$ cat src/nads_pkg.sv
// nads_pkg: shared constants, types and helpers for the number to ascii streamer
// no dependencies
`default_nettype none

package nads_pkg;

   localparam int VALUE_W   = 64;
   localparam int OP_W      = 3;
   localparam int CHAR_W    = 8;
   localparam int BCD_DIGS  = 20;
   localparam int BCD_W     = 4 * BCD_DIGS;
   localparam int CNT_W     = 7;

   localparam logic [OP_W-1:0] OP_SDEC  = 3'd0;
   localparam logic [OP_W-1:0] OP_DEC4  = 3'd1;
   localparam logic [OP_W-1:0] OP_BIN   = 3'd2;
   localparam logic [OP_W-1:0] OP_BIN8  = 3'd3;
   localparam logic [OP_W-1:0] OP_HEX8  = 3'd4;
   localparam logic [OP_W-1:0] OP_HEX64 = 3'd5;

   localparam logic [CHAR_W-1:0] CHAR_ZERO  = 8'h30;
   localparam logic [CHAR_W-1:0] CHAR_ALPHA = 8'h37;
   localparam logic [CHAR_W-1:0] CHAR_MINUS = 8'h2d;

   typedef struct packed {
      logic               start;
      logic [CNT_W-1:0]   iters;
      logic [VALUE_W-1:0] value;
   } dab_req_type;

   typedef struct packed {
      logic             done;
      logic [BCD_W-1:0] bcd;
   } dab_rsp_type;

   function automatic logic [CHAR_W-1:0] digit_char(input logic [3:0] d);
      logic [CHAR_W-1:0] r;
      if (d < 4'd10) begin
         r = CHAR_ZERO + {4'b0, d};
      end else begin
         r = CHAR_ALPHA + {4'b0, d};
      end
      return r;
   endfunction

endpackage

`default_nettype wire

$ cat src/nads_dabble.sv
// nads_dabble: iterative binary to bcd converter, one add-3 and shift step per cycle
// depends on nads_pkg
`default_nettype none

module nads_dabble
   import nads_pkg::*;
(
   input  wire logic  clock,
   input  wire logic  reset,
   input  wire dab_req_type req,
   output dab_rsp_type rsp
);

   logic [VALUE_W-1:0] bin_ff, bin_in;
   logic [BCD_W-1:0]   bcd_ff, bcd_in;
   logic [CNT_W-1:0]   cnt_ff, cnt_in;
   logic               busy_ff, busy_in;
   logic               done_ff, done_in;
   logic [BCD_W-1:0]   adj;

   always_comb begin
      for (int i = 0; i < BCD_DIGS; i++) begin
         if (bcd_ff[4*i +: 4] >= 4'd5) begin
            adj[4*i +: 4] = bcd_ff[4*i +: 4] + 4'd3;
         end else begin
            adj[4*i +: 4] = bcd_ff[4*i +: 4];
         end
      end
   end

   always_comb begin
      bin_in  = bin_ff;
      bcd_in  = bcd_ff;
      cnt_in  = cnt_ff;
      busy_in = busy_ff;
      done_in = 1'b0;
      if (req.start) begin
         bin_in  = req.value;
         bcd_in  = '0;
         cnt_in  = req.iters;
         busy_in = 1'b1;
      end else if (busy_ff) begin
         bcd_in = {adj[BCD_W-2:0], bin_ff[VALUE_W-1]};
         bin_in = {bin_ff[VALUE_W-2:0], 1'b0};
         cnt_in = cnt_ff - 1'b1;
         if (cnt_ff == 7'd1) begin
            busy_in = 1'b0;
            done_in = 1'b1;
         end
      end
   end

   always_ff @(posedge clock) begin
      if (reset) begin
         busy_ff <= 1'b0;
         done_ff <= 1'b0;
         cnt_ff  <= '0;
      end else begin
         busy_ff <= busy_in;
         done_ff <= done_in;
         cnt_ff  <= cnt_in;
      end
      bin_ff <= bin_in;
      bcd_ff <= bcd_in;
   end

   assign rsp.done = done_ff;
   assign rsp.bcd  = bcd_ff;

endmodule

`default_nettype wire

$ cat src/number_to_ascii_digit_streamer_top.sv
// number_to_ascii_digit_streamer_top: sequencer and character emitter
// depends on nads_pkg and nads_dabble
`default_nettype none

// sequencing: decimal modes run the shared bcd unit for 64 steps (signed) or 16 (four-digit),
//   signed decimal then skips leading zeros at one digit a cycle, and each character is sent
//   as one beat per cycle while rsp_tready is high
// overlap: one number at a time; no new number is taken until the last character is sent
// reset: synchronous, returns the sequencer to idle; the shift register is not cleared

module number_to_ascii_digit_streamer_top
   import nads_pkg::*;
(
   input  wire logic               clock,
   input  wire logic               reset,
   input  wire logic               req_tvalid,
   output      logic               req_tready,
   input  wire logic [VALUE_W-1:0] req_tdata,   // value
   input  wire logic [OP_W-1:0]    req_tuser,   // operation
   output      logic               rsp_tvalid,
   input  wire logic               rsp_tready,
   output      logic [CHAR_W-1:0]  rsp_tdata,   // character
   output      logic               rsp_tlast    // last
);

   localparam logic [2:0] ST_IDLE = 3'd0;
   localparam logic [2:0] ST_CONV = 3'd1;
   localparam logic [2:0] ST_SIGN = 3'd2;
   localparam logic [2:0] ST_SKIP = 3'd3;
   localparam logic [2:0] ST_EMIT = 3'd4;

   logic [2:0]       state_ff, state_in;
   logic [BCD_W-1:0] sh_ff, sh_in;
   logic [CNT_W-1:0] cnt_ff, cnt_in;
   logic             wide_ff, wide_in;
   logic             skip_ff, skip_in;
   logic             minus_ff, minus_in;
   logic             short_ff, short_in;

   dab_req_type dab_req;
   dab_rsp_type dab_rsp;

   logic [3:0]         top_dig;
   logic [VALUE_W-1:0] mag;
   logic               in_beat, out_beat;

   nads_dabble u_dabble (
      .clock (clock),
      .reset (reset),
      .req   (dab_req),
      .rsp   (dab_rsp)
   );

   assign top_dig  = wide_ff ? sh_ff[BCD_W-1 -: 4] : {3'b0, sh_ff[BCD_W-1]};
   assign mag      = req_tdata[VALUE_W-1] ? (~req_tdata + 64'd1) : req_tdata;
   assign in_beat  = req_tvalid && req_tready;
   assign out_beat = rsp_tvalid && rsp_tready;

   assign req_tready = (state_ff == ST_IDLE);
   assign rsp_tvalid = (state_ff == ST_SIGN) || (state_ff == ST_EMIT);
   assign rsp_tdata  = (state_ff == ST_SIGN) ? CHAR_MINUS : digit_char(top_dig);
   assign rsp_tlast  = (state_ff == ST_EMIT) && (cnt_ff == 7'd1);

   always_comb begin
      state_in      = state_ff;
      sh_in         = sh_ff;
      cnt_in        = cnt_ff;
      wide_in       = wide_ff;
      skip_in       = skip_ff;
      minus_in      = minus_ff;
      short_in      = short_ff;
      dab_req.start = 1'b0;
      dab_req.iters = 7'd64;
      dab_req.value = mag;
      case (state_ff)
         ST_IDLE: begin
            if (in_beat) begin
               minus_in = 1'b0;
               short_in = 1'b0;
               case (req_tuser)
                  OP_SDEC: begin
                     dab_req.start = 1'b1;
                     minus_in      = req_tdata[VALUE_W-1];
                     wide_in       = 1'b1;
                     skip_in       = 1'b1;
                     cnt_in        = 7'd20;
                     state_in      = ST_CONV;
                  end
                  OP_DEC4: begin
                     dab_req.start = 1'b1;
                     dab_req.iters = 7'd16;
                     dab_req.value = {req_tdata[15:0], 48'b0};
                     short_in      = 1'b1;
                     wide_in       = 1'b1;
                     skip_in       = 1'b0;
                     cnt_in        = 7'd4;
                     state_in      = ST_CONV;
                  end
                  OP_BIN: begin
                     sh_in    = {req_tdata, 16'b0};
                     wide_in  = 1'b0;
                     cnt_in   = 7'd64;
                     state_in = ST_SKIP;
                  end
                  OP_BIN8: begin
                     sh_in    = {req_tdata[7:0], 72'b0};
                     wide_in  = 1'b0;
                     cnt_in   = 7'd8;
                     state_in = ST_EMIT;
                  end
                  OP_HEX8: begin
                     sh_in    = {req_tdata[7:0], 72'b0};
                     wide_in  = 1'b1;
                     cnt_in   = 7'd2;
                     state_in = ST_EMIT;
                  end
                  OP_HEX64: begin
                     sh_in    = {req_tdata, 16'b0};
                     wide_in  = 1'b1;
                     cnt_in   = 7'd16;
                     state_in = ST_SKIP;
                  end
                  default: begin
                     state_in = ST_IDLE;
                  end
               endcase
            end
         end
         ST_CONV: begin
            if (dab_rsp.done) begin
               sh_in = short_ff ? {dab_rsp.bcd[15:0], 64'b0} : dab_rsp.bcd;
               if (minus_ff) begin
                  state_in = ST_SIGN;
               end else if (skip_ff) begin
                  state_in = ST_SKIP;
               end else begin
                  state_in = ST_EMIT;
               end
            end
         end
         ST_SIGN: begin
            if (out_beat) begin
               state_in = ST_SKIP;
            end
         end
         ST_SKIP: begin
            if ((top_dig == 4'd0) && (cnt_ff > 7'd1)) begin
               sh_in  = wide_ff ? (sh_ff << 4) : (sh_ff << 1);
               cnt_in = cnt_ff - 1'b1;
            end else begin
               state_in = ST_EMIT;
            end
         end
         ST_EMIT: begin
            if (out_beat) begin
               sh_in  = wide_ff ? (sh_ff << 4) : (sh_ff << 1);
               cnt_in = cnt_ff - 1'b1;
               if (cnt_ff == 7'd1) begin
                  state_in = ST_IDLE;
               end
            end
         end
         default: begin
            state_in = ST_IDLE;
         end
      endcase
   end

   always_ff @(posedge clock) begin
      if (reset) begin
         state_ff <= ST_IDLE;
         cnt_ff   <= '0;
         minus_ff <= 1'b0;
         short_ff <= 1'b0;
         skip_ff  <= 1'b0;
         wide_ff  <= 1'b0;
      end else begin
         state_ff <= state_in;
         cnt_ff   <= cnt_in;
         minus_ff <= minus_in;
         short_ff <= short_in;
         skip_ff  <= skip_in;
         wide_ff  <= wide_in;
      end
      sh_ff <= sh_in;
   end

   // no new number while characters are still going out
   a_no_overlap: assert property (@(posedge clock) disable iff (reset)
      rsp_tvalid |-> !req_tready)
      else $error("input ready while sending characters");

   // the final beat returns the block to idle
   a_last_idle: assert property (@(posedge clock) disable iff (reset)
      (rsp_tvalid && rsp_tready && rsp_tlast) |=> req_tready)
      else $error("not idle after last beat");

   // bcd unit finishes only while the sequencer waits for it
   a_done_conv: assert property (@(posedge clock) disable iff (reset)
      dab_rsp.done |-> (state_ff == ST_CONV))
      else $error("bcd done outside conversion");

endmodule

`default_nettype wire
$ cat config.mk
export PLATFORM = sky130hd
export DESIGN_NAME = number_to_ascii_digit_streamer_top
export DESIGN_NICKNAME = d
export VERILOG_FILES = /design/src/nads_pkg.sv /design/src/nads_dabble.sv /design/src/number_to_ascii_digit_streamer_top.sv
export SDC_FILE = /design/constraint.sdc
export NUM_CORES = 1
export LEC_CHECK = 0
export CORE_UTILIZATION = 30
export CTS_CLUSTER_SIZE = 20
export DETAILED_ROUTE_END_ITERATION = 12
export DONT_BUFFER_PORTS = 1
export GPL_ROUTABILITY_DRIVEN = 0
export GPL_TIMING_DRIVEN = 0
export HOLD_SLACK_MARGIN = 0.02
export PLACE_DENSITY_LB_ADDON = 0.15
export SETUP_SLACK_MARGIN = 0.1
export SYNTH_ARGS = -nofsm -noshare
export SYNTH_HDL_FRONTEND = slang
export SYNTH_SLANG_ARGS = --single-unit
$ cat constraint.sdc
create_clock -name clock -period 27.7 [get_ports clock]
set_clock_uncertainty 0.2 [all_clocks]
set_input_delay 5.54 -clock clock [delete_from_list [all_inputs] [get_ports clock]]
set_output_delay 5.54 -clock clock [all_outputs]
set_load 0.05 [all_outputs]
==> reports/metrics.cfg <==
[timing]
setup_ws_ns=17.59
finalHoldViolCount=0
drv_slew=0
worstMarginPinSlew_ns=1.162
period_share_pct=36.51
tns_ns=0
max-slew-margin-rel_pct=22.46
fmax_mhz=98.88
finalSetupViolations=0
grt_setup_unrepaired=no
min_period_ns=10.11

[detailed_routing]
via_per_inst=5.392
wl_per_cell_um=23.10
route.met3.wl_um=3760
ant_nets=0
drt_iter0_markers=1187
drc=0
vias=12408
wl_met1_um=24250
dr.pass1.iters=5
wl_met2_um=23980
top_layer=met4
wl_um=53150

[clock_network]
clock-root-buffer=clkbuf_16
path_clk_slew_ns=0.06
post_cts_buffers=0
cts_tree=done
cts_max_level=1
cts_resized=0
numCtsBuffers=30
clockBufferDepth=3
clock_sinks=247
cts_hold_buf=0
clock_latency_ns=0.58

[synthesis]
ys_async_sr_fraction_pct=0
synth_edf_count=144
ys_seq_area_share_pct=43.28
syn_avg_cell_area_sq_um=9.321
mappedNetlistArea_sq_mm=0.01476
synth_cells=1583
synth-warning-count=0
syn_nets=1700
ys_ff_latch=247
synth_cell_type_count=74
synth-main-ff-cell=edfxtp_1

[floorplan]
dieWidth_um=223.8
die_h_um=223.8
fp.dieArea_sq_mm=0.05008
core-area_sq_mm=0.04815
start_util_pct=30.65
io_pins=82
rows=80

[job]
drv_cap=0

[min_path]
hold_class=reg2reg

[placement]
hpwl_um=39070
io_buffers=0
post-place-ws_ns=18.19

[grt]
grt_pass1_vias=11845
gr-total-overflow=0
antenna_found_initial=0
grt_pass1_wl_um=78650
grt_max_degree=36
grt_usage_pct=21.02

[critical_path]
worstSetupStartpointType=register
ff2ff_setup_slack_ns=22.31
crit_fanout=10
crit_required_ns=21.96
critPathCaptureType=primary output
critPathArrivalTime_ns=4.37
worstSetupPathType=reg2out

[pwr]
p_per_area_mw_per_mm2=99.37
p_leak_nw=5.618
ir_drop_v=0.00004888

[finish]
layout-drive-gt1-share_pct=5.897
n_antenna_cell=0
syn2layout_area_growth_pct=13.57
final_nets=1738

[status]
status=finished, final reports clean

cells in the final DEF, fill, tap and decap left out, drive strengths merged, types with 4 or more instances in the layout:
cell and instances:
a22oi 6, a21oi 105, mux2i 128, or4 12
xnor2 37, nand2 138, xor2 64, edfxtp 144
o21ai 142, o221ai 10, nor2 186, o211ai 4
buf 30, nor2b 4, nand2b 23, o22ai 7
dfxtp 103, nor3 35, o31ai 36, inv 53
a221o 48, and3 6, a22o 14, or2 7
ha 46, nand3 33, or3 14, clkbuf 134
o41ai 11, o22a 9, nor4 12, a311oi 4
power by group:
part           leakage, nW  total, W  switching [W]  internal (W)
clock                0.515  0.000422       0.000168      0.000253
combinational         2.90  0.000585       0.000375      0.000210
sequential            2.20  0.000659       0.000112      0.000547
total                 5.62   0.00167       0.000655       0.00101
Yosys cell counts (6+ instances only):
cell type  number  area (sq um)
nor2_1        186         698.2
edfxtp_1      144          4324
nand2_1       137         514.2
o21ai_0       134         670.6
mux2i_1       128          1281
a21oi_1       105         525.5
dfxtp_1       103          2062
clkbuf_1       80         300.3
xor2_1         64         560.5
inv_1          51         191.4
a221o_1        47         470.5
ha_1           46         575.6
xnor2_1        37         324.1
nor3_1         35         175.2
o31ai_1        35         262.8
nand3_1        30         150.1
nand2b_1       23         143.9
a22o_1         14         122.6
or3_1          14         87.58
buf_1          11         41.29
o41ai_1        11         96.34
o221ai_1       10         87.58
buf_2           9         45.04
o22a_1          9         78.83
or4_1           8         60.06
o21ai_1         7         35.03
o22ai_1         7         43.79
a22oi_1         6         45.04
and3_1          6         37.54
nor4_1          6         37.54
or2_2           6         37.54
metrics by stage:
step	hold slack (ns)	instances	total power, W	area [sq um]	util, %
3_3_place_gp	0.2844	2239	0.001238	15580	32.35
2_1_floorplan	0.2440	1583	0.001047	14760	-
3_5_place_dp	0.2870	2245	0.001244	15710	32.63
4_1_cts	0.2965	2301	0.001670	16760	34.81
6_report	0.2919	2301	0.001665	16760	34.81
5_1_grt	0.3294	2301	0.001766	16760	34.81
flip-flops by register name, summed over array words and instances (netlist names):
signal,cells
skip_ff,1
minus_ff,1
sh_ff,80
cnt_ff,7
short_ff,1
u_dabble.bin_ff,64
u_dabble.bcd_ff,80
wide_ff,1
u_dabble.cnt_ff,7
u_dabble.done_ff,1
state_ff,3
u_dabble.busy_ff,1
worst paths after layout:
path | start | to | depth (start not counted)
worst min-delay path | u_dabble.bcd_ff[79] | u_dabble.bcd_ff[79] | 2
worst max-delay path | wide_ff | rsp_tdata[6] | 5
worst max register to register | wide_ff | sh_ff[46] | 13
worst min register to register | u_dabble.bcd_ff[79] | u_dabble.bcd_ff[79] | 2
critical path: stages (launching register included):
cell and delay [ns]:
dfxtp_1 0.31, clkbuf_1 0.42, clkbuf_1 0.77, clkbuf_1 0.50
o2111ai_1 0.72, a21oi_1 1.06
area by class of cell:
cell class / instances / area [sq um]
Multi-Input combinational cell: 1178 / 7762
Tap cell: 656 / 820.8
Timing Repair Buffer: 6 / 107.6
Sequential cell: 247 / 6386
Clock inverter: 3 / 41.29
Buffer: 105 / 434.2
Inverter: 53 / 198.9
Fill cell: 4948 / 31390
Clock buffer: 53 / 1006
layer usage:
layer | track usage [%] | vias up
met1 | 28.98 | 6101
met3 | 4.538 | 64
li1 | - | 5863
met2 | 33.44 | 380
met5 | 0 | -
met4 | 4.861 | 0
kinds of logic after synthesis:
logic type / synth area share, %
buffers and inverters: 4.291
other: 0.02541
xor gates and xnor gates: 5.995
muxes: 8.836
and+or+nand+nor: 15.31
adders and majority gates: 3.901
AOI/OAI and AO/OA: 18.37
DFF: 43.28
Power figures use the tool's default switching activity.
